<file path="src/sv/cll_pkg.sv">
// ----------------------------------------------------------------------------
// cll_pkg: shared definitions for the cursor linked list engine
// Store geometry, derived widths and the command and status bundles that pass
// between the controller and the datapath.
// ----------------------------------------------------------------------------
package cll_pkg;

    localparam int SLOTS     = 64;
    localparam int HEAD_SLOT = SLOTS - 1;
    localparam int CAPACITY  = SLOTS - 2;

    localparam int LINK_W = $clog2(SLOTS);
    localparam int CNT_W  = $clog2(CAPACITY + 1);
    localparam int POS_W  = 6;
    localparam int ELEM_W = 8;
    localparam int LEN_W  = 6;
    localparam int CMP_W  = ((CNT_W > POS_W) ? CNT_W : POS_W) + 1;

    // Read address source of the link store.
    typedef enum logic [1:0] {
        RD_ZERO,
        RD_DATA,
        RD_WALK
    } rd_sel_t;

    // Write address source of the link store.
    typedef enum logic [1:0] {
        WA_ZERO,
        WA_NODE,
        WA_CUR,
        WA_INIT
    } wa_sel_t;

    // Write data source of the link store.
    typedef enum logic [1:0] {
        WD_DATA,
        WD_NODE,
        WD_INIT
    } wd_sel_t;

    typedef struct packed {
        logic    load_in;
        logic    init_step;
        logic    link_wr;
        rd_sel_t rd_sel;
        wa_sel_t wa_sel;
        wd_sel_t wd_sel;
        logic    walk;
        logic    node_load;
        logic    elem_wr;
        logic    removed_load;
        logic    cnt_inc;
        logic    cnt_dec;
        logic    out_load;
        logic    out_ok;
    } cll_cmd_t;

    typedef struct packed {
        logic mode;
        logic pos_ok;
        logic node_ok;
        logic steps_zero;
        logic init_last;
        logic out_free;
    } cll_sts_t;

endpackage

</file>
<file path="src/sv/cursor_linked_list_engine_core.sv">
// ----------------------------------------------------------------------------
// cursor_linked_list_engine_core: cursor linked list engine, top level
// Insert and delete by one-based position in a list kept in a node array.
// ----------------------------------------------------------------------------
// After reset the block sweeps the link store once, one slot per cycle, to
// build the free chain, and s_ready rises once the sweep is done. Each beat
// then runs alone. The longest operation is an insert at position 62. The
// time of an operation is set by the walk along the data chain, one link
// store read per cycle. Out-of-range positions and inserts into a full store
// are refused by the bound check, before any walk. A finished result waits in
// an output register, and the next beat is accepted while it is held.
module cursor_linked_list_engine_core (
    input  logic                       aclk,
    input  logic                       aresetn,
    input  logic                       s_valid,
    output logic                       s_ready,
    input  logic                       s_mode,
    input  logic [cll_pkg::POS_W-1:0]  s_position,
    input  logic [cll_pkg::ELEM_W-1:0] s_element,
    output logic                       m_valid,
    input  logic                       m_ready,
    output logic                       m_ok,
    output logic [cll_pkg::ELEM_W-1:0] m_removed_element,
    output logic [cll_pkg::LEN_W-1:0]  m_list_length
);
    import cll_pkg::*;

    cll_cmd_t cmd;
    cll_sts_t sts;

    cll_ctrl u_ctrl (
        .aclk    (aclk),
        .aresetn (aresetn),
        .s_valid (s_valid),
        .s_ready (s_ready),
        .cmd     (cmd),
        .sts     (sts)
    );

    cll_dpath u_dpath (
        .aclk              (aclk),
        .aresetn           (aresetn),
        .s_mode            (s_mode),
        .s_position        (s_position),
        .s_element         (s_element),
        .m_valid           (m_valid),
        .m_ready           (m_ready),
        .m_ok              (m_ok),
        .m_removed_element (m_removed_element),
        .m_list_length     (m_list_length),
        .cmd               (cmd),
        .sts               (sts)
    );

endmodule

</file>
<file path="src/sv/cll_ram.sv">
// ----------------------------------------------------------------------------
// cll_ram: generic simple dual port RAM
// One write port and one read port; read data is registered and returns the
// old contents when the same address is written in the same cycle.
// ----------------------------------------------------------------------------
module cll_ram #(
    parameter int WIDTH = 8,
    parameter int DEPTH = 64
) (
    input  logic                     clk,
    input  logic                     wr_en,
    input  logic [$clog2(DEPTH)-1:0] wr_addr,
    input  logic [WIDTH-1:0]         wr_data,
    input  logic [$clog2(DEPTH)-1:0] rd_addr,
    output logic [WIDTH-1:0]         rd_data
);

    logic [WIDTH-1:0] mem [DEPTH];

    always_ff @(posedge clk) begin
        if (wr_en) begin
            mem[wr_addr] <= wr_data;
        end
        rd_data <= mem[rd_addr];
    end

endmodule

</file>
<file path="src/sv/cll_dpath.sv">
// ----------------------------------------------------------------------------
// cll_dpath: datapath of the cursor linked list engine
// Holds the link and element stores, the walk cursor, the element count and
// the result register. The controller's commands steer all but m_valid's clear.
// ----------------------------------------------------------------------------
module cll_dpath (
    input  logic                        aclk,
    input  logic                        aresetn,
    input  logic                        s_mode,
    input  logic [cll_pkg::POS_W-1:0]   s_position,
    input  logic [cll_pkg::ELEM_W-1:0]  s_element,
    output logic                        m_valid,
    input  logic                        m_ready,
    output logic                        m_ok,
    output logic [cll_pkg::ELEM_W-1:0]  m_removed_element,
    output logic [cll_pkg::LEN_W-1:0]   m_list_length,
    input  cll_pkg::cll_cmd_t           cmd,
    output cll_pkg::cll_sts_t           sts
);
    import cll_pkg::*;

    logic              mode_reg;
    logic [POS_W-1:0]  pos_reg;
    logic [POS_W-1:0]  steps_reg;
    logic [ELEM_W-1:0] elem_reg;
    logic [ELEM_W-1:0] removed_reg;
    logic [CNT_W-1:0]  count_reg;
    logic [LINK_W-1:0] node_reg;
    logic [LINK_W-1:0] cur_reg;
    logic [LINK_W-1:0] init_reg;
    logic              pend_reg;
    logic              m_valid_reg;
    logic              m_ok_reg;
    logic [ELEM_W-1:0] m_removed_reg;
    logic [LEN_W-1:0]  m_len_reg;

    logic              link_we;
    logic [LINK_W-1:0] link_waddr;
    logic [LINK_W-1:0] link_wdata;
    logic [LINK_W-1:0] link_raddr;
    logic [LINK_W-1:0] link_rdata;
    logic [ELEM_W-1:0] elem_rdata;
    logic [LINK_W-1:0] walk_addr;
    logic [LINK_W-1:0] init_val;
    logic [CMP_W-1:0]  pos_x;
    logic [CMP_W-1:0]  cnt_x;
    logic              ins_ok;
    logic              del_ok;

    // While a walk read is in flight the cursor is the link just returned.
    assign walk_addr = pend_reg ? link_rdata : cur_reg;

    // Reset image: free chain 0 -> 1 -> ... -> SLOTS-2 -> end, empty data chain.
    assign init_val = (init_reg < LINK_W'(SLOTS - 2)) ? init_reg + LINK_W'(1) : '0;

    always_comb begin
        case (cmd.rd_sel)
            RD_ZERO: link_raddr = '0;
            RD_DATA: link_raddr = link_rdata;
            RD_WALK: link_raddr = walk_addr;
            default: link_raddr = '0;
        endcase
        case (cmd.wa_sel)
            WA_ZERO: link_waddr = '0;
            WA_NODE: link_waddr = node_reg;
            WA_CUR:  link_waddr = cur_reg;
            WA_INIT: link_waddr = init_reg;
            default: link_waddr = '0;
        endcase
        case (cmd.wd_sel)
            WD_DATA: link_wdata = link_rdata;
            WD_NODE: link_wdata = node_reg;
            WD_INIT: link_wdata = init_val;
            default: link_wdata = '0;
        endcase
    end

    assign link_we = cmd.link_wr;

    cll_ram #(
        .WIDTH (LINK_W),
        .DEPTH (SLOTS)
    ) u_link_ram (
        .clk     (aclk),
        .wr_en   (link_we),
        .wr_addr (link_waddr),
        .wr_data (link_wdata),
        .rd_addr (link_raddr),
        .rd_data (link_rdata)
    );

    cll_ram #(
        .WIDTH (ELEM_W),
        .DEPTH (SLOTS)
    ) u_elem_ram (
        .clk     (aclk),
        .wr_en   (cmd.elem_wr),
        .wr_addr (link_rdata),
        .wr_data (elem_reg),
        .rd_addr (link_rdata),
        .rd_data (elem_rdata)
    );

    assign pos_x  = CMP_W'(pos_reg);
    assign cnt_x  = CMP_W'(count_reg);
    assign ins_ok = (pos_x != '0) && (pos_x <= cnt_x + CMP_W'(1)) &&
                    (cnt_x < CMP_W'(CAPACITY));
    assign del_ok = (pos_x != '0) && (pos_x <= cnt_x);

    assign sts.mode       = mode_reg;
    assign sts.pos_ok     = mode_reg ? del_ok : ins_ok;
    assign sts.node_ok    = (link_rdata != '0) && (link_rdata != LINK_W'(HEAD_SLOT));
    assign sts.steps_zero = (steps_reg == '0);
    assign sts.init_last  = (init_reg == LINK_W'(SLOTS - 1));
    assign sts.out_free   = !m_valid_reg || m_ready;

    always_ff @(posedge aclk) begin
        if (!aresetn) begin
            count_reg   <= '0;
            init_reg    <= '0;
            pend_reg    <= 1'b0;
            m_valid_reg <= 1'b0;
        end else begin
            if (cmd.init_step) begin
                init_reg <= init_reg + LINK_W'(1);
            end
            if (cmd.load_in) begin
                pend_reg <= 1'b0;
            end else if (cmd.walk) begin
                pend_reg <= 1'b1;
            end
            if (cmd.cnt_inc) begin
                count_reg <= count_reg + CNT_W'(1);
            end else if (cmd.cnt_dec) begin
                count_reg <= count_reg - CNT_W'(1);
            end
            if (cmd.out_load) begin
                m_valid_reg <= 1'b1;
            end else if (m_ready) begin
                m_valid_reg <= 1'b0;
            end
        end
    end

    always_ff @(posedge aclk) begin
        if (cmd.load_in) begin
            mode_reg    <= s_mode;
            pos_reg     <= s_position;
            elem_reg    <= s_element;
            steps_reg   <= s_position - POS_W'(1);
            cur_reg     <= LINK_W'(HEAD_SLOT);
            removed_reg <= '0;
        end else begin
            if (cmd.walk) begin
                cur_reg <= walk_addr;
                if (steps_reg != '0) begin
                    steps_reg <= steps_reg - POS_W'(1);
                end
            end
            if (cmd.removed_load) begin
                removed_reg <= elem_rdata;
            end
        end
        if (cmd.node_load) begin
            node_reg <= link_rdata;
        end
        if (cmd.out_load) begin
            m_ok_reg      <= cmd.out_ok;
            m_removed_reg <= removed_reg;
            m_len_reg     <= LEN_W'(count_reg);
        end
    end

    assign m_valid           = m_valid_reg;
    assign m_ok              = m_ok_reg;
    assign m_removed_element = m_removed_reg;
    assign m_list_length     = m_len_reg;

    a_count_bound: assert property (@(posedge aclk) disable iff (!aresetn)
        CMP_W'(count_reg) <= CMP_W'(CAPACITY))
        else $error("element count above capacity");

    a_count_inc: assert property (@(posedge aclk) disable iff (!aresetn)
        cmd.cnt_inc |=> count_reg == CNT_W'($past(count_reg) + CNT_W'(1)))
        else $error("element count did not advance on insert");

    a_refused_clean: assert property (@(posedge aclk) disable iff (!aresetn)
        m_valid_reg && !m_ok_reg |-> m_removed_reg == '0)
        else $error("refused operation reports a removed element");

endmodule

</file>
<file path="src/sv/cll_ctrl.sv">
// ----------------------------------------------------------------------------
// cll_ctrl: controller of the cursor linked list engine
// Sequences the store sweep after reset, the bound check, the free chain pop,
// the walk along the data chain and the splice or unlink of one operation.
// ----------------------------------------------------------------------------
module cll_ctrl (
    input  logic              aclk,
    input  logic              aresetn,
    input  logic              s_valid,
    output logic              s_ready,
    output cll_pkg::cll_cmd_t cmd,
    input  cll_pkg::cll_sts_t sts
);
    import cll_pkg::*;

    typedef enum logic [3:0] {
        ST_INIT,
        ST_IDLE,
        ST_CHECK,
        ST_INS_FREE,
        ST_INS_NODE,
        ST_INS_POP,
        ST_WALK,
        ST_INS_LINK,
        ST_INS_SPLICE,
        ST_DEL_VICT,
        ST_DEL_UNLINK,
        ST_DEL_FREE,
        ST_DEL_PUSH,
        ST_FINISH
    } state_t;

    state_t state_reg, state_next;
    logic   ok_reg, ok_next;

    assign s_ready = (state_reg == ST_IDLE);

    always_comb begin
        cmd        = '0;
        state_next = state_reg;
        ok_next    = ok_reg;
        case (state_reg)
            ST_INIT: begin
                cmd.link_wr   = 1'b1;
                cmd.wa_sel    = WA_INIT;
                cmd.wd_sel    = WD_INIT;
                cmd.init_step = 1'b1;
                if (sts.init_last) begin
                    state_next = ST_IDLE;
                end
            end
            ST_IDLE: begin
                if (s_valid) begin
                    cmd.load_in = 1'b1;
                    state_next  = ST_CHECK;
                end
            end
            ST_CHECK: begin
                if (!sts.pos_ok) begin
                    ok_next    = 1'b0;
                    state_next = ST_FINISH;
                end else if (sts.mode) begin
                    state_next = ST_WALK;
                end else begin
                    state_next = ST_INS_FREE;
                end
            end
            ST_INS_FREE: begin
                cmd.rd_sel = RD_ZERO;
                state_next = ST_INS_NODE;
            end
            ST_INS_NODE: begin
                // The free chain head is on the read port; fetch its link.
                if (sts.node_ok) begin
                    cmd.node_load = 1'b1;
                    cmd.elem_wr   = 1'b1;
                    cmd.rd_sel    = RD_DATA;
                    state_next    = ST_INS_POP;
                end else begin
                    ok_next    = 1'b0;
                    state_next = ST_FINISH;
                end
            end
            ST_INS_POP: begin
                cmd.link_wr = 1'b1;
                cmd.wa_sel  = WA_ZERO;
                cmd.wd_sel  = WD_DATA;
                state_next  = ST_WALK;
            end
            ST_WALK: begin
                // One link per cycle; the last read fetches the link of the
                // node ahead of the target position.
                cmd.rd_sel = RD_WALK;
                cmd.walk   = 1'b1;
                if (sts.steps_zero) begin
                    state_next = sts.mode ? ST_DEL_VICT : ST_INS_LINK;
                end
            end
            ST_INS_LINK: begin
                cmd.link_wr = 1'b1;
                cmd.wa_sel  = WA_NODE;
                cmd.wd_sel  = WD_DATA;
                state_next  = ST_INS_SPLICE;
            end
            ST_INS_SPLICE: begin
                cmd.link_wr = 1'b1;
                cmd.wa_sel  = WA_CUR;
                cmd.wd_sel  = WD_NODE;
                cmd.cnt_inc = 1'b1;
                ok_next     = 1'b1;
                state_next  = ST_FINISH;
            end
            ST_DEL_VICT: begin
                if (sts.node_ok) begin
                    cmd.node_load = 1'b1;
                    cmd.rd_sel    = RD_DATA;
                    state_next    = ST_DEL_UNLINK;
                end else begin
                    ok_next    = 1'b0;
                    state_next = ST_FINISH;
                end
            end
            ST_DEL_UNLINK: begin
                cmd.link_wr      = 1'b1;
                cmd.wa_sel       = WA_CUR;
                cmd.wd_sel       = WD_DATA;
                cmd.removed_load = 1'b1;
                cmd.rd_sel       = RD_ZERO;
                state_next       = ST_DEL_FREE;
            end
            ST_DEL_FREE: begin
                cmd.link_wr = 1'b1;
                cmd.wa_sel  = WA_NODE;
                cmd.wd_sel  = WD_DATA;
                state_next  = ST_DEL_PUSH;
            end
            ST_DEL_PUSH: begin
                cmd.link_wr = 1'b1;
                cmd.wa_sel  = WA_ZERO;
                cmd.wd_sel  = WD_NODE;
                cmd.cnt_dec = 1'b1;
                ok_next     = 1'b1;
                state_next  = ST_FINISH;
            end
            ST_FINISH: begin
                if (sts.out_free) begin
                    cmd.out_load = 1'b1;
                    cmd.out_ok   = ok_reg;
                    state_next   = ST_IDLE;
                end
            end
            default: begin
                state_next = ST_IDLE;
            end
        endcase
    end

    always_ff @(posedge aclk) begin
        if (!aresetn) begin
            state_reg <= ST_INIT;
            ok_reg    <= 1'b0;
        end else begin
            state_reg <= state_next;
            ok_reg    <= ok_next;
        end
    end

endmodule

</file>
<file path="config.mk">
export PLATFORM = sky130hd
export DESIGN_NAME = cursor_linked_list_engine_core
export DESIGN_NICKNAME = d
export VERILOG_FILES = /design/src/sv/cll_pkg.sv /design/src/sv/cursor_linked_list_engine_core.sv /design/src/sv/cll_ram.sv /design/src/sv/cll_dpath.sv /design/src/sv/cll_ctrl.sv
export SDC_FILE = /design/constraint.sdc
export NUM_CORES = 1
export LEC_CHECK = 0
export ABC_AREA = 1
export BUFFER_PORTS_ARGS = -buffer_cell sky130_fd_sc_hd__clkbuf_2
export CAP_MARGIN = 10
export CORE_MARGIN = 2
export CORE_UTILIZATION = 30
export DETAILED_ROUTE_END_ITERATION = 8
export PLACE_DENSITY_LB_ADDON = 0.05
export SYNTH_ARGS = -nofsm -noshare
export SYNTH_HDL_FRONTEND = slang
export SYNTH_SLANG_ARGS = --single-unit
</file>
<file path="constraint.sdc">
create_clock -name aclk -period 3.9 [get_ports aclk]
set_input_delay 0 -clock aclk [delete_from_list [all_inputs] [get_ports aclk]]
set_output_delay 0 -clock aclk [all_outputs]
set_load 0.02 [all_outputs]
</file>
**Yosys cells after proc, flatten, opt, wreduce, memory -nomap -nowiden**

Memories as Yosys holds them, arrays and structs flattened. A register that Yosys moved wholly into a read port is not among the register bits.
Index checks and enable logic that the tools add are counted.

- Bits in registers: 75
- Bits in writable memories: 896
- Bits of input ports: 19
- Output and inout port bits: 17
- Logic and storage cells: 131
- Memories: 2

Memories:

| name | words | bits a word | read ports | clocked after memory_dff | wr ports | RTL line | source |
|---|---|---|---|---|---|---|---|
| u_dpath.u_elem_ram.mem | 64 | 8 | 1 | 1 | 1 | cll_ram.sv:18 | `logic [WIDTH-1:0] mem [DEPTH];` |
| u_dpath.u_link_ram.mem | 64 | 6 | 1 | 1 | 1 | cll_ram.sv:18 |  |

- Add/subtract/negate cells: 6
- $lt $le $gt $ge: 4
- Equal/unequal tests: 28
- Multiplexer cells: 47
- Bitwise operators: 1
- Reduce and logical (&&, ||, !) cells: 27

Operators by type and width:

| cell | number |
|---|---|
| 4-bit case mux with 13 select lines | 1 |
| 6-bit 2-to-1 mux | 7 |
| 4-bit 2-to-1 mux | 7 |
| 4-bit == test, second input constant | 6 |
| 6-bit case mux with 4 select lines | 1 |
| 1-bit 2-to-1 mux | 20 |
| 4-bit case mux with 5 select lines | 1 |
| 6-bit case mux with 3 select lines | 1 |
| 6-bit by 1-bit subtractor with 6-bit output, second input constant | 3 |
| 4-bit by 3-bit == test with 1-bit output, second input constant | 4 |
| 6-bit by 1-bit adder with 6-bit output, second input constant | 2 |
| 6-bit < comparator, second input constant | 2 |
| 2-bit != test, second input constant | 6 |
| 6-bit case mux with 2 select lines | 1 |
| 6-bit nonzero test | 2 |
| 2-bit == test, second input constant | 4 |
| 4-bit by 2-bit == test with 1-bit output, second input constant | 2 |
| 2-bit nonzero test | 4 |
| 2-bit OR reduction | 4 |
| 6-bit by 1-bit adder with 7-bit output, second input constant | 1 |
| 6-bit by 7-bit less-or-equal comparator with 1-bit output | 1 |
| 7-bit nonzero test | 1 |
| 7-bit OR reduction | 1 |
| 2-bit by 1-bit == test with 1-bit output, second input constant | 3 |
| 20 further kinds | 28 |

**Longest topological paths before layout**

- Word-level depth: 7
- Mapped depth: 21
- Mapped depth without buffers: 19

**Hierarchy**

From an unflattened synthesis, not the netlist that was laid out.

- Cell total of the unflattened synthesis: 3697
- Area total of the unflattened synthesis: 41509.8 µm²

By module, submodules not included:

| module | times used | cells an instance | area each (µm²) | sequential area each (µm²) |
|---|---|---|---|---|
| cll_ram (u_dpath.u_elem_ram) | 1 | 1805 | 21339.2 | 15534.9 |
| cll_ram (u_dpath.u_link_ram) | 1 | 1376 | 15930.3 | 11651.2 |
| cll_dpath | 1 | 403 | 3573.4 | 1821.7 |
| cll_ctrl | 1 | 113 | 666.9 | 100.1 |

**Least setup slack after synthesis**

No wires, ideal clock.

- Path kind: register -> register
- Start: register u_ctrl.state_reg[0]
- End: memory u_dpath.u_link_ram.mem[0][3] (netlist name) (data pin)
- Setup time: 567 ps
- Arrival time: 2789 ps
- Data required time: 3333 ps
- Setup slack: 544 ps
- Cell stages (with the launch flop): 5
- Path buffers: 1
- Clock period less this slack: 3356 ps
- Cells stage by stage: dfxtp_1 -> nor2_1 -> nand2_2 -> clkbuf_1 -> o221ai_1

- Cells in the longest elaborated chain, start to end: 5
- Elaborated cells between the ends (all ways): 12
- Those cells by class: 7 x eq/ne; 2 x mux; 3 x reduce/logical

RTL lines:

| item | RTL line | source |
|---|---|---|
| from (decl) | cll_ctrl.sv:33 | `state_t state_reg, state_next;` |
| from (signal assigned) | cll_ctrl.sv:163 | `state_reg <= state_next;` |
| 4-bit by 3-bit == test with 1-bit output / 4-bit == test (equally long branches) | cll_ctrl.sv:42 | `case (state_reg)` |
| 2-bit OR reduction (no line) | - |  |
| 4-bit case mux with 5 select lines (*) | cll_ctrl.sv:42 |  |
| 2-bit == test (tied with other cells) | cll_dpath.sv:70 | `case (cmd.wd_sel)` |
| 6-bit case mux with 3 select lines (*) | cll_dpath.sv:70 |  |
| net u_dpath.link_wdata[3] | cll_dpath.sv:39 | `logic [LINK_W-1:0] link_wdata;` |
| to (decl) | cll_ram.sv:18 |  |

Mark *: on every way through the listed nets, which the timed path passes. The rest lies on a longest branch.

**Worst setup path in the final report**

- Start: register u_dpath.u_link_ram.rd_data[1] (read register of u_dpath.u_link_ram.mem)
- End: register u_dpath.u_link_ram.rd_data[3] (read register of u_dpath.u_link_ram.mem)

- Cells in the longest elaborated chain, start to end: 6
- Elaborated cells between the ends (all ways): 9
- Those cells by class: 3 x eq/ne; 4 x mux; 2 x reduce/logical

RTL lines:

| item | RTL line | source |
|---|---|---|
| from (decl) | cll_ram.sv:15 | `output logic [WIDTH-1:0] rd_data` |
| 6-bit != test / 6-bit nonzero test (equally long branches) | cll_dpath.sv:112 | `assign sts.node_ok = (link_rdata != '0) && (link_rdata != LINK_W'(HEAD_SLOT));` |
| 1-bit logical AND | cll_dpath.sv:112 |  |
| 1-bit 2-to-1 mux | cll_ctrl.sv:74, cll_ctrl.sv:114 |  |
| 2-bit case mux with 2 select lines | cll_ctrl.sv:42 |  |
| 2-bit == test / 2-bit by 1-bit == test with 1-bit output (equally long branches) | cll_dpath.sv:57 | `case (cmd.rd_sel)` |
| 6-bit case mux with 2 select lines (*) | cll_dpath.sv:57 |  |

Every way passes the cells marked *; elsewhere a longest branch is shown, timed or not.
A chain may end at the register's enable or synchronous reset.

==> impl_summary.md <==
Outcome
The run finished with clean final reports.

Final layout
The flip-flop count of the largest register, all copies and words added is 512. Cells with a size suffix above 1 make up 11.1% of the layout. The number of nets in the layout is 3566.

In the final layout, the registers with the most flip-flops are u_dpath.u_elem_ram.mem (512), u_dpath.u_link_ram.mem (384). The register with the most flip-flops is u_dpath.u_elem_ram.mem. The signed area change from the synthesized netlist to the final layout is 18.0%. The antenna diode count is 0.

Pwr
The fraction of power consumed by the clock network is 38.8%. The leakage power figure is 17.1 nW. The design draws 28.1 mW. The worst-case IR drop observed on VDD is 0.402 mV. The switching share of total power is 29.3%. Internal power comes to 19.9 mW. For this design the ratio of total power to cell area is 586 nW/um^2. In this run the power spent charging and discharging nets is 8.22 mW. The sequential share of power is 43.3%. The power share of the combinational group is 17.8%.

Route
For this block, the via count after detailed routing is 26300. The average via count per standard cell is 4.88. Signal routing reaches up to met4. The number of design rule violations left after detail routing is 0. The routed wire length is 127000 um. The sum of met3 wire segment lengths after detailed routing is 5310 um. The total met2 wirelength after detailed routing is 57900 um. For this block, wires on met1 add up to 60700 um. The count of nets left with antenna violations once routing finished came out at 0. The number of DRC violations after detailed-routing iteration 0 is 2039. The wire length per cell after detailed routing is 23.5 um. The number of detailed-routing iterations run before antenna repair is 5.

Logic synthesis
The average instance in the mapped netlist occupies 12.2 um^2. The largest family of logic cells by synthesized area is simple AND/OR/NAND/NOR gates. The most used flip-flop cell after synthesis is edfxtp_1. The count of yosys warnings during synthesis is 0.

The multiplexer fraction of the synthesized cell area is 0.0740%. The synthesized netlist devotes 0.281% of its cell area to XOR and XNOR gates. The synthesized netlist devotes 0.697% of its cell area to adder and majority cells. The synthesized netlist devotes 4.32% of its cell area to compound gates. The cell count after synthesis is 3336. In the synthesized netlist the async set-or-reset flop fraction comes to 0%. After Yosys synthesis, and, or, nand and nor cells account for 18.5% of the synthesized area. In this run the cell area of the synthesized design comes to 40600 um^2. For this run, the register share of the synthesized area comes to 71.7%. The synthesis-stage register bit count is 985. The number of distinct library cell variants in the gate-level netlist after synthesis is 52. The synthesized design contains 938 enable-type register cells.

Critical path
The register-to-register setup slack is 180 ps. The endpoint class of the critical path is a flip-flop. The end of the worst register-to-register path is u_dpath.u_link_ram.rd_data[3]. Data on the critical path is required at its endpoint by 4480 ps. The worst register-to-register path begins at u_dpath.u_link_ram.rd_data[1].

The logic depth of the worst register-to-register path is 18. The critical-path maximum fanout is 47. Data arrives at the worst endpoint at 4300 ps.

The critical path start-end classification is reg -> reg. The worst setup path is launched from a flip-flop.

Min path
The beginning of the worst hold path is s_position[2]. The classification of the worst-slack hold path is in -> reg. The number of cells traversed by the worst hold path is 2.

The endpoint with the worst hold slack is u_dpath.pos_reg[2].

STA
The final-report setup violation count is 0. Measured against its own limit, the worst slew margin works out to 32.2%. The hold violation total from the final report is 0.

The count of final max-slew check failures was 0. Across all hold checks on the routed design, the worst slack comes to 70.8 ps. The final critical path takes up 95.3% of the cycle.

The final critical path time including I/O delays and setup is 3720 ps. Based on the critical path, the design can be clocked at up to 0.269 GHz. The worst-case clock skew is 41.7 ps. The slew at the pin with the worst max-slew slack is 1010 ps.

CTS
The count of H-tree levels built during CTS is 3. Clock-pin slew was measured on the worst setup and hold paths at 60 ps. For this design, the sink count on the clock tree is 985. The total setup buffers inserted after CTS is 0.

The clock tree from TritonCTS is done. In this run the deepest clock path goes through 3 buffers. The clock buffer count from CTS is 114. The clock latency on the worst-skew pair is 740 ps. The tree is rooted in a clkbuf_16.

Floorplanning
The initial standard-cell utilization of the core is 30.3%. The floorplan core area is 134000 um^2. The die width is 372 um. 36 I/O pins were placed. The area of the die is 138000 um^2.

The chip height is 372 um. The floorplan has 134 rows.

Global routing
The total congestion overflow is 0. The first-pass GRT wire length is 185000 um. The all-layer global routing usage is 18.3%.

The largest net degree at the start of global routing is 97. The via count of the first global-routing pass was 26900. The number of antenna violations at the first check in global routing came to 3.

Placed design
The count of buffers added on input and output ports is 35. The final RePlAce weighted congestion is 0.832. The half-perimeter wire length after detailed placement is 77200 um.

Flow run
The number of max-capacitance violations reported is 0.
==> final cells by class <==
cell class / instances / area (um^2)
Fill cell: 13200 / 85900
Sequential cell: 985 / 29100
Multi-Input combinational cell: 1946 / 9820
Clock buffer: 149 / 3070
Tap cell: 1768 / 2210
Timing Repair Buffer: 218 / 1920
Inverter: 260 / 983
Clock inverter: 66 / 791
==> critical path: stages (launching register included) <==
cell and delay, ps:
dfxtp_1 470, nand3_2 230, inv_2 110, nand2_1 70, nand2_1 130, nor2_2 60, nor2_2 190, inv_1 70
ha_1 410, inv_6 150, buf_12 250, buf_12 280, nand3b_1 110, nand3_1 160, nand3_1 120, nand3_1 100
nand3_1 210, nand3_1 220, nand2_1 130
==> stage by stage <==
step | TNS [ps] | util, % | worst slack, ps | instance area (um^2) | std cells
final | 0 | 35.8 | 184 | 47900 | 5392
after global routing | -18.6 | 35.8 | -13.6 | 47900 | 5392
after CTS | 0 | 35.8 | 109 | 47900 | 5392
after detailed placement | 0 | 32.7 | 155 | 43700 | 5146
after global placement | 0 | 32.7 | 155 | 43700 | 5146
after floorplan | 0 | - | 544 | 40600 | 3351
==> cells by family (layout without fill, tap and decap cells) <==
group,after synthesis,count (layout)
xor gates and xnor gates,13,13
and+or+nand+nor,1630,1630
other,1,16
adders and majority gates,22,22
DFF,985,985
AOI/OAI and AO/OA,262,262
buffers and inverters,420,693
muxes,3,3
==> power by group through the flow <==
stage,clock network [mW],registers [mW],logic (mW)
floorplan,0,12.4,2.36
global placement,0,12.4,5.10
detailed placement,0,12.4,5.08
CTS,11.2,12.2,5.12
global route,11.6,12.2,5.46
finish,10.9,12.2,5.01
==> placed cells by master, fill, tap and decap left out, types with 11 or more instances in the layout <==
master	n
o21ai_0	70
clkbuf_16	115
a22oi_1	64
nand4_1	50
buf_12	20
dlygate4sd3_1	31
clkinv_2	29
inv_1	246
dfxtp_1	46
o211ai_1	11
bufinv_16	13
and3_1	16
nand3_1	411
clkbuf_2	35
clkinv_1	15
nor2_1	304
a21oi_1	43
buf_4	130
edfxtp_1	938
a221oi_1	29
conb_1	16
ha_1	21
nand2_1	653
clkbuf_1	28
nand3b_1	156
a22o_1	16
==> worst max path at each step <==
stage / start / to / slack (ps)
final: u_dpath.u_link_ram.rd_data[1] / u_dpath.u_link_ram.rd_data[3] / 180
after CTS: u_dpath.u_link_ram.rd_data[0] / u_dpath.u_link_ram.rd_data[3] / 110
after floorplan: u_ctrl.state_reg[0] / u_dpath.u_link_ram.mem[0][3] / 540
after global placement: u_dpath.u_link_ram.rd_data[0] / u_dpath.u_link_ram.rd_data[5] / 160
after global routing: u_ctrl.state_reg[2] / u_dpath.u_link_ram.rd_data[5] / -10
after detailed placement: u_dpath.u_link_ram.rd_data[1] / u_dpath.u_link_ram.rd_data[5] / 150
==> layer usage <==
metal	vias up	GRT usage [%]
met4	0	4.67
met1	13300	26.4
met3	165	2.35
met5	-	0
met2	606	29.2
li1	12200	-
==> cells in the mapped netlist (7+ instances only) <==
| cell type | number | area share (%) |
|---|---|---|
| buf_6 | 8 | 0.22 |
| o2111ai_1 | 7 | 0.15 |
| and3_1 | 16 | 0.25 |
| nand4_1 | 50 | 0.77 |
| inv_2 | 12 | 0.11 |
| a22oi_1 | 64 | 1.2 |
| buf_1 | 15 | 0.14 |
| a21oi_1 | 44 | 0.54 |
| nor3_1 | 11 | 0.14 |
| buf_2 | 63 | 0.78 |
| xor2_1 | 8 | 0.17 |
| nand3_1 | 411 | 5.1 |
| a221oi_1 | 29 | 0.63 |
| ha_1 | 21 | 0.65 |
| clkbuf_1 | 51 | 0.47 |
| o21ai_0 | 70 | 0.86 |
| buf_4 | 23 | 0.43 |
| edfxtp_1 | 938 | 69 |
| o211ai_1 | 11 | 0.20 |
| nand2_1 | 655 | 6.1 |
| nand3b_1 | 156 | 2.9 |
| nor2_1 | 306 | 2.8 |
| inv_1 | 246 | 2.3 |
| dfxtp_1 | 47 | 2.3 |
| a22o_1 | 16 | 0.35 |
==> what timing repair did <==
action | CTS | global route
hold endpoints to repair | 39 | 0
endpoints found under the setup margin | 0 | 4
resized for setup | 0 | 6
hold buffers | 31 | 0
(Power assumes the default switching activity.)
